[src/rtl/assert_macros.svh]
// ----------------------------------------------------------------------------
// Assertion macros
// Shared concurrent assertion forms for the centroid unit.
// ----------------------------------------------------------------------------
`ifndef ASSERT_MACROS_SVH
`define ASSERT_MACROS_SVH

// Same-cycle implication, disabled during reset.
`define ASSERT_IMPLIES(label, clk, rst_n, ante, cons) \
  label: assert property (@(posedge clk) disable iff (!rst_n) (ante) |-> (cons)) \
    else $error("assertion failed: same-cycle implication");

// Next-cycle implication, disabled during reset.
`define ASSERT_NEXT(label, clk, rst_n, ante, cons) \
  label: assert property (@(posedge clk) disable iff (!rst_n) (ante) |=> (cons)) \
    else $error("assertion failed: next-cycle implication");

`endif

[src/rtl/fpc_pkg.sv]
// ----------------------------------------------------------------------------
// fpc_pkg
// Types, widths and helper functions of the foreground pixel centroid unit.
// ----------------------------------------------------------------------------
package fpc_pkg;

  localparam int MAX_DIM   = 4096;
  localparam int FRAC_BITS = 8;
  localparam int DIM_W     = 13;
  localparam int IDX_W     = $clog2(MAX_DIM);
  localparam int PIX_W     = 32;
  localparam int SUM_W     = 37;
  localparam int CNT_W     = 25;
  localparam int DVD_W     = SUM_W + FRAC_BITS;
  localparam int QUOT_W    = IDX_W + FRAC_BITS;
  localparam int REM_W     = DVD_W - QUOT_W;
  localparam int ITER_W    = $clog2(QUOT_W);
  localparam int OFF_W     = 20;
  localparam int CTR_W     = IDX_W + FRAC_BITS - 1;
  localparam int OUT_W     = 72;
  localparam int ADDR_W    = 4;

  localparam logic [7:0] ALPHA_LIMIT = 8'd127;

  localparam logic [1:0] REG_BG     = 2'd0;
  localparam logic [1:0] REG_WIDTH  = 2'd1;
  localparam logic [1:0] REG_HEIGHT = 2'd2;

  localparam logic signed [OFF_W:0] OFF_MAX_EXT = (OFF_W+1)'(524287);
  localparam logic signed [OFF_W:0] OFF_MIN_EXT = -(OFF_W+1)'(524288);

  typedef struct packed {
    logic [SUM_W-1:0] sum_x;
    logic [SUM_W-1:0] sum_y;
    logic [CNT_W-1:0] count;
    logic             last;
  } acc_status_t;

  typedef enum logic [4:0] {
    S_ACC   = 5'b00001,
    S_KICKX = 5'b00010,
    S_WAITX = 5'b00100,
    S_WAITY = 5'b01000,
    S_LOAD  = 5'b10000
  } fpc_state_t;

  // Dimension minus one, with zero acting as one and values above MAX_DIM clamped.
  function automatic logic [IDX_W-1:0] dim_minus_one(input logic [DIM_W-1:0] v);
    logic [IDX_W-1:0] r;
    if (v == '0) begin
      r = '0;
    end else if (v > DIM_W'(MAX_DIM)) begin
      r = IDX_W'(MAX_DIM - 1);
    end else begin
      r = IDX_W'(v - DIM_W'(1));
    end
    return r;
  endfunction

  // Mean minus the image centre, saturated to the signed output range.
  function automatic logic [OFF_W-1:0] sat_offset(input logic [QUOT_W-1:0] mean,
                                                  input logic [IDX_W-1:0] dm1);
    logic [CTR_W-1:0]        centre;
    logic signed [OFF_W:0]   diff;
    logic [OFF_W-1:0]        r;
    centre = {dm1, {(FRAC_BITS-1){1'b0}}};
    diff = $signed({{(OFF_W+1-QUOT_W){1'b0}}, mean})
         - $signed({{(OFF_W+1-CTR_W){1'b0}}, centre});
    if (diff > OFF_MAX_EXT) begin
      r = OFF_MAX_EXT[OFF_W-1:0];
    end else if (diff < OFF_MIN_EXT) begin
      r = OFF_MIN_EXT[OFF_W-1:0];
    end else begin
      r = diff[OFF_W-1:0];
    end
    return r;
  endfunction

endpackage

[src/rtl/fpc_accum.sv]
// ----------------------------------------------------------------------------
// fpc_accum
// Pixel classifier, coordinate counters and coordinate sums of one frame.
// ----------------------------------------------------------------------------
module fpc_accum import fpc_pkg::*; (
  input  logic             clk,
  input  logic             rst_n,
  input  logic             accept,
  input  logic [PIX_W-1:0] pixel,
  input  logic [PIX_W-1:0] bg_colour,
  input  logic [IDX_W-1:0] wm1,
  input  logic [IDX_W-1:0] hm1,
  input  logic             clear,
  output acc_status_t      status
);

  logic [IDX_W-1:0] col_r, col_nxt;
  logic [IDX_W-1:0] row_r, row_nxt;
  logic [SUM_W-1:0] sum_x_r, sum_x_nxt;
  logic [SUM_W-1:0] sum_y_r, sum_y_nxt;
  logic [CNT_W-1:0] count_r, count_nxt;
  logic             fg;
  logic             row_end;
  logic             col_end;

  assign fg      = (pixel[PIX_W-1 -: 8] >= ALPHA_LIMIT) && (pixel != bg_colour);
  assign row_end = row_r >= hm1;
  assign col_end = col_r >= wm1;

  always_comb begin
    col_nxt   = col_r;
    row_nxt   = row_r;
    sum_x_nxt = sum_x_r;
    sum_y_nxt = sum_y_r;
    count_nxt = count_r;
    if (clear) begin
      sum_x_nxt = '0;
      sum_y_nxt = '0;
      count_nxt = '0;
    end else if (accept) begin
      if (fg) begin
        sum_x_nxt = sum_x_r + SUM_W'(col_r);
        sum_y_nxt = sum_y_r + SUM_W'(row_r);
        count_nxt = count_r + CNT_W'(1);
      end
      if (row_end) begin
        row_nxt = '0;
        col_nxt = col_end ? '0 : col_r + IDX_W'(1);
      end else begin
        row_nxt = row_r + IDX_W'(1);
      end
    end
  end

  always_ff @(posedge clk) begin
    if (!rst_n) begin
      col_r   <= '0;
      row_r   <= '0;
      sum_x_r <= '0;
      sum_y_r <= '0;
      count_r <= '0;
    end else begin
      col_r   <= col_nxt;
      row_r   <= row_nxt;
      sum_x_r <= sum_x_nxt;
      sum_y_r <= sum_y_nxt;
      count_r <= count_nxt;
    end
  end

  assign status.sum_x = sum_x_r;
  assign status.sum_y = sum_y_r;
  assign status.count = count_r;
  assign status.last  = row_end && col_end;

endmodule

[src/rtl/fpc_div.sv]
// ----------------------------------------------------------------------------
// fpc_div
// Restoring divider, one quotient bit per cycle, shared by both axes.
// ----------------------------------------------------------------------------
module fpc_div import fpc_pkg::*; (
  input  logic              clk,
  input  logic              rst_n,
  input  logic              start,
  input  logic [DVD_W-1:0]  dividend,
  input  logic [CNT_W-1:0]  divisor,
  output logic              done,
  output logic [QUOT_W-1:0] quotient
);

  logic              busy_r, busy_nxt;
  logic              done_r, done_nxt;
  logic [ITER_W-1:0] iter_r, iter_nxt;
  logic [REM_W-1:0]  rem_r, rem_nxt;
  logic [QUOT_W-1:0] q_r, q_nxt;
  logic [CNT_W-1:0]  dsr_r, dsr_nxt;
  logic              zero_r, zero_nxt;
  logic [REM_W:0]    trial;
  logic              ge;

  assign trial = {rem_r, q_r[QUOT_W-1]};
  assign ge    = trial >= (REM_W+1)'(dsr_r);

  always_comb begin
    busy_nxt = busy_r;
    done_nxt = 1'b0;
    iter_nxt = iter_r;
    rem_nxt  = rem_r;
    q_nxt    = q_r;
    dsr_nxt  = dsr_r;
    zero_nxt = zero_r;
    if (start) begin
      busy_nxt = 1'b1;
      iter_nxt = ITER_W'(QUOT_W - 1);
      rem_nxt  = dividend[DVD_W-1:QUOT_W];
      q_nxt    = dividend[QUOT_W-1:0];
      dsr_nxt  = divisor;
      zero_nxt = divisor == '0;
    end else if (busy_r) begin
      rem_nxt = ge ? REM_W'(trial - (REM_W+1)'(dsr_r)) : trial[REM_W-1:0];
      q_nxt   = {q_r[QUOT_W-2:0], ge};
      if (iter_r == '0) begin
        busy_nxt = 1'b0;
        done_nxt = 1'b1;
      end else begin
        iter_nxt = iter_r - ITER_W'(1);
      end
    end
  end

  always_ff @(posedge clk) begin
    if (!rst_n) begin
      busy_r <= 1'b0;
      done_r <= 1'b0;
      iter_r <= '0;
    end else begin
      busy_r <= busy_nxt;
      done_r <= done_nxt;
      iter_r <= iter_nxt;
    end
  end

  always_ff @(posedge clk) begin
    rem_r  <= rem_nxt;
    q_r    <= q_nxt;
    dsr_r  <= dsr_nxt;
    zero_r <= zero_nxt;
  end

  assign done     = done_r;
  assign quotient = zero_r ? '0 : q_r;

endmodule

[src/rtl/foreground_pixel_centroid_unit.sv]
// ----------------------------------------------------------------------------
// foreground_pixel_centroid_unit
// Centroid of the foreground pixels of a column-major ARGB frame.
// ----------------------------------------------------------------------------
// Pixels enter on the in_ stream, one per transaction, x as the outer loop.
// While a frame streams in, in_tready stays high and one pixel is taken per
// cycle whenever in_tvalid is high. After the last pixel of a frame, in_tready
// drops: the single shared restoring divider works out the x mean and then
// the y mean, one quotient bit per cycle. The result then sits in the output
// register as one out_ transaction and in_tready rises again, so the next
// frame may stream in while the result waits. If the receiver still stalls
// when the next frame ends, the block holds in_tready low until the earlier
// result is taken. Reset clears the frame counters and sums, drops out_tvalid
// and restores the registers: background 0, width and height 4096. Registers
// are written over the cfg_ port, which never waits.
// ----------------------------------------------------------------------------
`include "assert_macros.svh"

module foreground_pixel_centroid_unit import fpc_pkg::*; (
  input  logic              clk,
  input  logic              rst_n,
  input  logic              in_tvalid,
  output logic              in_tready,
  input  logic [PIX_W-1:0]  in_tdata,     // [31:0] pixel_argb
  output logic              out_tvalid,
  input  logic              out_tready,
  output logic [OUT_W-1:0]  out_tdata,    // [19:0] offset_x, [39:20] offset_y,
                                          // [64:40] point_count, rest zero
  input  logic              cfg_psel,
  input  logic              cfg_penable,
  input  logic              cfg_pwrite,
  input  logic [ADDR_W-1:0] cfg_paddr,
  input  logic [31:0]       cfg_pwdata,
  output logic [31:0]       cfg_prdata,
  output logic              cfg_pready
);

  fpc_state_t        state_r, state_nxt;
  logic [PIX_W-1:0]  bg_r;
  logic [DIM_W-1:0]  width_r;
  logic [DIM_W-1:0]  height_r;
  logic [IDX_W-1:0]  wm1;
  logic [IDX_W-1:0]  hm1;
  acc_status_t       acc_st;
  logic              in_accept;
  logic              cfg_wr;
  logic              acc_clear;
  logic              div_start;
  logic [DVD_W-1:0]  div_dividend;
  logic              div_done;
  logic [QUOT_W-1:0] div_quot;
  logic [QUOT_W-1:0] mean_x_r, mean_x_nxt;
  logic              out_free;
  logic              out_valid_r, out_valid_nxt;
  logic [OFF_W-1:0]  off_x_r;
  logic [OFF_W-1:0]  off_y_r;
  logic [CNT_W-1:0]  cnt_out_r;

  assign cfg_pready = 1'b1;
  assign cfg_wr     = cfg_psel && cfg_penable && cfg_pwrite && cfg_pready;

  always_ff @(posedge clk) begin
    if (!rst_n) begin
      bg_r     <= '0;
      width_r  <= DIM_W'(MAX_DIM);
      height_r <= DIM_W'(MAX_DIM);
    end else if (cfg_wr) begin
      unique case (cfg_paddr[3:2])
        REG_BG:     bg_r     <= cfg_pwdata;
        REG_WIDTH:  width_r  <= cfg_pwdata[DIM_W-1:0];
        REG_HEIGHT: height_r <= cfg_pwdata[DIM_W-1:0];
        default: ;
      endcase
    end
  end

  always_comb begin
    unique case (cfg_paddr[3:2])
      REG_BG:     cfg_prdata = bg_r;
      REG_WIDTH:  cfg_prdata = 32'(width_r);
      REG_HEIGHT: cfg_prdata = 32'(height_r);
      default:    cfg_prdata = '0;
    endcase
  end

  assign wm1 = dim_minus_one(width_r);
  assign hm1 = dim_minus_one(height_r);

  assign in_tready = state_r == S_ACC;
  assign in_accept = in_tvalid && in_tready;

  fpc_accum u_accum (
    .clk       (clk),
    .rst_n     (rst_n),
    .accept    (in_accept),
    .pixel     (in_tdata),
    .bg_colour (bg_r),
    .wm1       (wm1),
    .hm1       (hm1),
    .clear     (acc_clear),
    .status    (acc_st)
  );

  fpc_div u_div (
    .clk      (clk),
    .rst_n    (rst_n),
    .start    (div_start),
    .dividend (div_dividend),
    .divisor  (acc_st.count),
    .done     (div_done),
    .quotient (div_quot)
  );

  assign out_free = !out_valid_r || out_tready;

  always_comb begin
    state_nxt    = state_r;
    div_start    = 1'b0;
    div_dividend = {acc_st.sum_x, {FRAC_BITS{1'b0}}};
    acc_clear    = 1'b0;
    mean_x_nxt   = mean_x_r;
    unique case (state_r)
      S_ACC: begin
        if (in_accept && acc_st.last) begin
          state_nxt = S_KICKX;
        end
      end
      S_KICKX: begin
        div_start = 1'b1;
        state_nxt = S_WAITX;
      end
      S_WAITX: begin
        if (div_done) begin
          mean_x_nxt   = div_quot;
          div_dividend = {acc_st.sum_y, {FRAC_BITS{1'b0}}};
          div_start    = 1'b1;
          state_nxt    = S_WAITY;
        end
      end
      S_WAITY: begin
        if (div_done) begin
          state_nxt = S_LOAD;
        end
      end
      S_LOAD: begin
        if (out_free) begin
          acc_clear = 1'b1;
          state_nxt = S_ACC;
        end
      end
      default: state_nxt = S_ACC;
    endcase
  end

  always_comb begin
    out_valid_nxt = out_valid_r;
    if (state_r == S_LOAD && out_free) begin
      out_valid_nxt = 1'b1;
    end else if (out_tready) begin
      out_valid_nxt = 1'b0;
    end
  end

  always_ff @(posedge clk) begin
    if (!rst_n) begin
      state_r     <= S_ACC;
      out_valid_r <= 1'b0;
    end else begin
      state_r     <= state_nxt;
      out_valid_r <= out_valid_nxt;
    end
  end

  always_ff @(posedge clk) begin
    mean_x_r <= mean_x_nxt;
    if (state_r == S_LOAD && out_free) begin
      off_x_r   <= sat_offset(mean_x_r, wm1);
      off_y_r   <= sat_offset(div_quot, hm1);
      cnt_out_r <= acc_st.count;
    end
  end

  assign out_tvalid = out_valid_r;
  assign out_tdata  = {{(OUT_W-2*OFF_W-CNT_W){1'b0}}, cnt_out_r, off_y_r, off_x_r};

  `ASSERT_NEXT(a_frame_end_starts_divide, clk, rst_n,
               in_accept && acc_st.last, state_r == S_KICKX)
  `ASSERT_IMPLIES(a_done_only_while_waiting, clk, rst_n,
                  div_done, state_r == S_WAITX || state_r == S_WAITY)
  `ASSERT_NEXT(a_load_clears_sums, clk, rst_n,
               state_r == S_LOAD && out_free,
               out_tvalid && acc_st.count == '0 && in_tready)

endmodule

[config.mk]
export PLATFORM = sky130hd
export DESIGN_NAME = foreground_pixel_centroid_unit
export DESIGN_NICKNAME = d
export VERILOG_FILES = /design/src/rtl/fpc_pkg.sv /design/src/rtl/fpc_accum.sv /design/src/rtl/fpc_div.sv /design/src/rtl/foreground_pixel_centroid_unit.sv
export VERILOG_INCLUDE_DIRS = /design/src /design/src/rtl
export SDC_FILE = /design/constraint.sdc
export NUM_CORES = 1
export LEC_CHECK = 0
export BUFFER_PORTS_ARGS = -buffer_cell sky130_fd_sc_hd__buf_4
export CAP_MARGIN = 25
export CORE_ASPECT_RATIO = 0.6
export CORE_MARGIN = 1
export CORE_UTILIZATION = 60
export DETAILED_ROUTE_END_ITERATION = 6
export PLACE_DENSITY = 0.87
export SYNTH_ARGS = -nofsm -noshare
export SYNTH_HDL_FRONTEND = slang
export SYNTH_SLANG_ARGS = --single-unit
export TNS_END_PERCENT = 10
[constraint.sdc]
create_clock -name clk -period 6.2 [get_ports clk]
set_input_delay 1.55 -clock clk [delete_from_list [all_inputs] [get_ports clk]]
set_output_delay 1.55 -clock clk [all_outputs]
set_load 0.01 [all_outputs]
# Yosys cells after proc, flatten, opt, wreduce, memory -nomap -nowiden
# Index checks and enable logic that the tools add are counted.
# totals
in_bits,75
n_memories,0
regBits,350
latch_bits,0
ram_bits,0
mem_bits_ro,0
# classes
multipliers,0
order_cmp,10
n_bitwise,4
div_mod_pow,0
n_eq_ne,13
n_mux,35
n_reduce_logical,29
n_shift,0
n_addsub,11
# op_table
op,n
two-way mux 20 bit,5
one-hot mux 32 bit (3 select lines),1
two-way mux 45 bit,2
two-way mux 25 bit,3
adder 37 x 12 -> 37 bit,2
two-way mux 12 bit,6
"> comparator 21 x 20 -> 1 bit, second input constant",2
"less-than comparator 21 x 20 -> 1 bit, second input constant",2
subtractor 20 x 19 -> 21 bit,2
two-way mux 5 bit,7
!= test 32 bit,1
>= comparator 26 x 25 -> 1 bit,1
"> comparator 13 bit, second input constant",2
logical NOT 13 bit,2
"adder 25 x 1 -> 25 bit, second input constant",1
logical NOT 25 bit,1
one-hot mux 5 bit (5 select lines),1
subtractor 25 bit,1
"adder 12 x 1 -> 12 bit, second input constant",2
>= comparator 12 bit,2
"subtractor 12 x 1 -> 12 bit, second input constant",2
AND reduction 2 bit,8
two-way mux 1 bit,9
">= comparator 8 x 7 -> 1 bit, second input constant",1
other kinds (22),36

# Longest topological paths before layout
# logic_depth
depth_word,8
ltp_mapped,19

# Modules after synthesis
# A second synthesis with hierarchy kept.
# hier_totals
hier_cells,2224
area_unflattened_um2,20921.3
# by_module_without_submodules
module,n_inst,area_each_um2,cells_each
foreground_pixel_centroid_unit,1,8130.3,832
fpc_accum,1,8023.9,954
fpc_div,1,4767.1,438

# Worst setup path before layout
# OpenSTA, ideal clock, no wires.
# synth_timing
kind,input port to flip-flop
start,in out_tready
end,reg u_accum.sum_x_r[11]
stages,7
slack_ns,0.995
t_arrival_ns,5.075
setup_time_ns,0.130
path_cell_list,nor2b_1 > nor2_1 > nor2b_1 > buf_1 > clkbuf_1 > nand3_1 > o31ai_1
# synth_between
elab_chain_cells,4
# synth_rtl
element,line_no,text
"start, declared",foreground_pixel_centroid_unit.sv:26,"input logic out_tready,"
logical OR 1 bit,foreground_pixel_centroid_unit.sv:114,assign out_free = !out_valid_r || out_tready;
two-way mux 1 bit,foreground_pixel_centroid_unit.sv:146,if (out_free) begin
two-way mux 1 bit,foreground_pixel_centroid_unit.sv:122,unique case (state_r)
net acc_clear,foreground_pixel_centroid_unit.sv:47,logic acc_clear;
OR reduction 2 bit (no line),n/a,
"end signal, assigned",fpc_accum.sv:65,sum_x_r <= sum_x_nxt;
"end, declared",fpc_accum.sv:19,"logic [SUM_W-1:0] sum_x_r, sum_x_nxt;"
# The timed path passes the listed nets, and every way through them passes these cells.
# A chain may end at the register's enable or synchronous reset.

# Final worst setup path
# layout_timing
start,reg height_r[2]
end,"reg off_y_r[7], data pin"
# layout_between
elab_chain_cells,6
elab_cells_between_ends,9
cone_classes,2 x add/sub; 3 x order compare; 3 x mux; 1 x reduce/logical
# layout_rtl
element,line_no,text
"start, declared",foreground_pixel_centroid_unit.sv:41,logic [DIM_W-1:0] height_r;
"start signal, assigned",foreground_pixel_centroid_unit.sv:66,height_r <= DIM_W'(MAX_DIM);
"start signal, assigned",foreground_pixel_centroid_unit.sv:71,REG_HEIGHT: height_r <= cfg_pwdata[DIM_W-1:0];
subtractor 12 x 1 -> 12 bit / > comparator 13 bit (equally long branches),"fpc_pkg.sv:55, fpc_pkg.sv:52",
two-way mux 12 bit,fpc_pkg.sv:52,end else if (v > DIM_W'(MAX_DIM)) begin
two-way mux 12 bit *,fpc_pkg.sv:50,if (v == '0) begin
subtractor 20 x 19 -> 21 bit *,fpc_pkg.sv:68,"- $signed({{(OFF_W+1-CTR_W){1'b0}}, centre});"
less-than comparator 21 x 20 -> 1 bit,fpc_pkg.sv:71,end else if (diff < OFF_MIN_EXT) begin
two-way mux 20 bit,fpc_pkg.sv:71,
"end signal, assigned",foreground_pixel_centroid_unit.sv:178,"off_y_r <= sat_offset(div_quot, hm1);"
"end, declared",foreground_pixel_centroid_unit.sv:56,logic [OFF_W-1:0] off_y_r;
# Mark *: on every way between the ends. The rest lies on a longest branch, timed or not.

==> impl_metrics.toml <==
[sta]
max_slew_margin = 0.289
fin_setup_tns_ns = 0
finClkSkew_ns = 0.0288
fin_crit_ns = 5.47
finalHoldWorstSlack_ns = 0.454
finalHoldViolCount = 0
tightest_slew_ns = 1.06
final_max_slew_viol_count = 0
max_freq_mhz = 183
fin_crit_sh = 0.882
finalSetupViolations = 0
rsz0062_at_grt = "false"

[synth]
synthCells = 2098
synth_warnings = 0
synth_edf_count = 156
avgSynthCellArea_sq_um = 9.33
ys_seq_area_frac = 0.438
async_flop_share = 0
synth_seq_cells = 350
yosysUniqueCellTypes = 80
mappedNetlistArea_sq_um = 19600
ys.flop_type = "dfxtp_1"

[min_path]
hold_path_class = "flop to flop"
hold_depth = 2

[status]
status = "completed"

[floorplanning]
core_area_sq_um = 31700
die_width_um = 235
io_pins = 182
rows = 50
dieArea_sq_um = 33400
die_h_um = 142
initial_utilization = 0.619

[routing]
avgRoutedWirePerCell_um = 20.3
wirelength_mm = 54.4
num_vias = 16800
drt_iter0_markers = 2097
drc = 0
viasPerCell = 6.27
antenna_left = 0
dr.pass1.iters = 6

[place]
dpl.hpwl_mm = 40.0
gp_congestion = 0.913
portBuffers = 171
dpl-instance-area_sq_um = 21200

[global_route]
grt_max_degree = 78
grt_pass1_vias = 15400
grt_overflow = 0
grt_pass1_wl_mm = 84.6
grt_usage = 0.321
antenna_found_initial = 0

[layout]
stdcell_area_sq_um = 22300
finalNetCount = 2426
final_util = 0.705
drive_gt1_frac = 0.128
area_growth_syn_to_layout_pct = 13.9
final_common_cell = "nand2_1"
final_cell_mix = "nand2_1, dfxtp_1, buf_4"
insertedDiodeCount = 0

[worst_setup_path]
critPathMaxStageDelay_ns = 0.56
worstPathRequired_ns = 6.46
arrival_ns = 5.73
critPathBufInv = 0
cp-end-kind = "flop"
cp_top_family = "simple AND/OR/NAND/NOR gates"
cp_common_cell = "o21ai_0"
crit_slowest_cell = "or4_1"
crit_cells = 16
path_cells = "nor3_1 -> nand3b_1 -> or4_1 -> or4_1 -> and2_1 -> o21a_1 -> ha_1 -> fa_1 -> nor2b_1 -> o21ai_0 -> a21oi_1 -> o21ai_0 -> a211oi_1 -> o21ai_0 -> nor4b_2 -> o21ai_0"
cp-start-kind = "flop"
critical_path_class = "flop to flop"
worstPathMaxFanout = 8
worst_r2r_path_depth = 16

[job]
maxCapViolations = 0

[clock_network]
cts_root_buf = "clkbuf_16"
clk_latency_ns = 0.54
cts-resized-gates = 0
cts_buffers = 34
cts_max_level = 2
cts_buffer_depth = 3
clk_pin_slew_ns = 0.07
post_cts_buffers = 0
cts_tree = "done"
cts_sinks = 350
cts_hold_buffers = 0

[power]
power.density_nw_per_um2 = 213
p_leak_uw = 0.00892
power.total_uw = 4760
vdd_drop_max_mv = 0.143
## flip-flops by register name, indices dropped and copies added, names as in the netlist
register and count:
u_accum.col_r 12, u_div.q_r 20, height_r 13, state_r 5, u_div.dsr_r 25, u_div.iter_r 5, off_x_r 20, u_accum.count_r 25
off_y_r 20, u_accum.row_r 12, out_tvalid 1, cnt_out_r 25, width_r 13, u_accum.sum_y_r 37, u_div.busy_r 1, u_div.done 1
mean_x_r 20, bg_r 32, u_div.rem_r 25, u_accum.sum_x_r 37, u_div.zero_r 1
## path summary, 6_finish.rpt
kind | from | slack [ns] | to
worst max-delay path | height_r[2]$_SDFFE_PN0P_ | 0.73 | off_y_r[7]$_SDFFCE_PN1P_
worst min-delay path | u_div.busy_r$_SDFF_PN0_ | 0.45 | u_div.done$_SDFF_PP0_
worst min register to register | u_div.busy_r$_SDFF_PN0_ | 0.45 | u_div.done$_SDFF_PP0_
worst max register to register | height_r[2]$_SDFFE_PN0P_ | 0.73 | off_y_r[7]$_SDFFCE_PN1P_
## cells by family (layout without fill, tap and decap cells)
family | count (synthesis) | in the layout | share of synthesized area
other cells | 2 | 8 | 0.000384
compound gates | 467 | 467 | 0.158
xor+xnor | 143 | 143 | 0.0640
buf+inv | 185 | 343 | 0.0390
fa+ha+maj | 110 | 110 | 0.0722
simple gates | 789 | 789 | 0.203
mux | 52 | 52 | 0.0266
flops | 350 | 350 | 0.438
## layout make-up
cell class                      instances  area [sq um]
Clock buffer                           45           943
Sequential cell                       350          8570
Multi-Input combinational cell       1569         10300
Clock inverter                         12           121
Inverter                               92           345
Tap cell                              416           520
Fill cell                            2296          9350
Timing Repair Buffer                  194          1490
## metal layers
metal | share of wire | vias to the layer above | global-route usage
li1 | - | 7818 | -
met4 | 0.017 | 0 | 0.0722
met3 | 0.13 | 84 | 0.0871
met2 | 0.40 | 932 | 0.433
met5 | 0 | - | 0
met1 | 0.46 | 7962 | 0.502
## worst reg2reg max path: cells and delay by family, from the launching register on
family          cells  cell delay (ns)
simple gates        7             2.65
compound gates      7             1.58
fa+ha+maj           2             0.60
flops               1             0.37
## where the power goes
group | leakage (uW) | switching [uW] | internal (uW)
combinational | 0.00552 | 166 | 111
clock | 0.000521 | 911 | 1160
sequential | 0.00288 | 11.8 | 2400
## through the flow
stage                     worst slack (ns)  instances
final                                0.730       2678
after detailed placement             0.528       2617
after CTS                            0.473       2674
after floorplan                      0.995       2104
after global routing                 0.364       2678
after global placement               0.895       2616
## synth_stat cells (5+ instances only)
| cell | number | area, sq um |
|---|---|---|
| nor4b_1 | 8 | 70.1 |
| nor2b_1 | 50 | 313 |
| xnor2_1 | 53 | 464 |
| o31ai_1 | 12 | 90.1 |
| fa_1 | 5 | 100 |
| edfxtp_1 | 156 | 4680 |
| nor2_1 | 158 | 593 |
| and4_1 | 7 | 61.3 |
| buf_1 | 5 | 18.8 |
| a21boi_0 | 60 | 450 |
| a22oi_1 | 25 | 188 |
| or2_2 | 12 | 75.1 |
| mux2i_1 | 52 | 521 |
| nand3_1 | 54 | 270 |
| nand2_1 | 231 | 867 |
| nand4_1 | 39 | 244 |
| nand3b_1 | 11 | 82.6 |
| and2_1 | 37 | 231 |
| inv_1 | 91 | 342 |
| xor2_1 | 90 | 788 |
| a21bo_2 | 9 | 90.1 |
| a21oi_1 | 94 | 470 |
| nand2b_1 | 20 | 125 |
| clkbuf_1 | 70 | 263 |
| o21ai_0 | 112 | 561 |
| a22o_1 | 9 | 78.8 |
| dfxtp_1 | 194 | 3880 |
| a211oi_1 | 10 | 75.1 |
| nor4_1 | 29 | 181 |
| nor3_1 | 55 | 275 |
| o21ai_1 | 6 | 30.0 |
| or4_1 | 12 | 90.1 |
| buf_4 | 9 | 67.6 |
| a21o_1 | 24 | 180 |
| o211ai_1 | 11 | 82.6 |
| ha_1 | 105 | 1310 |
| or3_1 | 33 | 206 |
| o31a_1 | 8 | 70.1 |
| a31oi_1 | 17 | 106 |
| o21a_1 | 24 | 180 |
| a31o_2 | 5 | 43.8 |
| a211o_1 | 5 | 43.8 |
| and3_1 | 14 | 87.6 |
(Power assumes the default switching activity.)
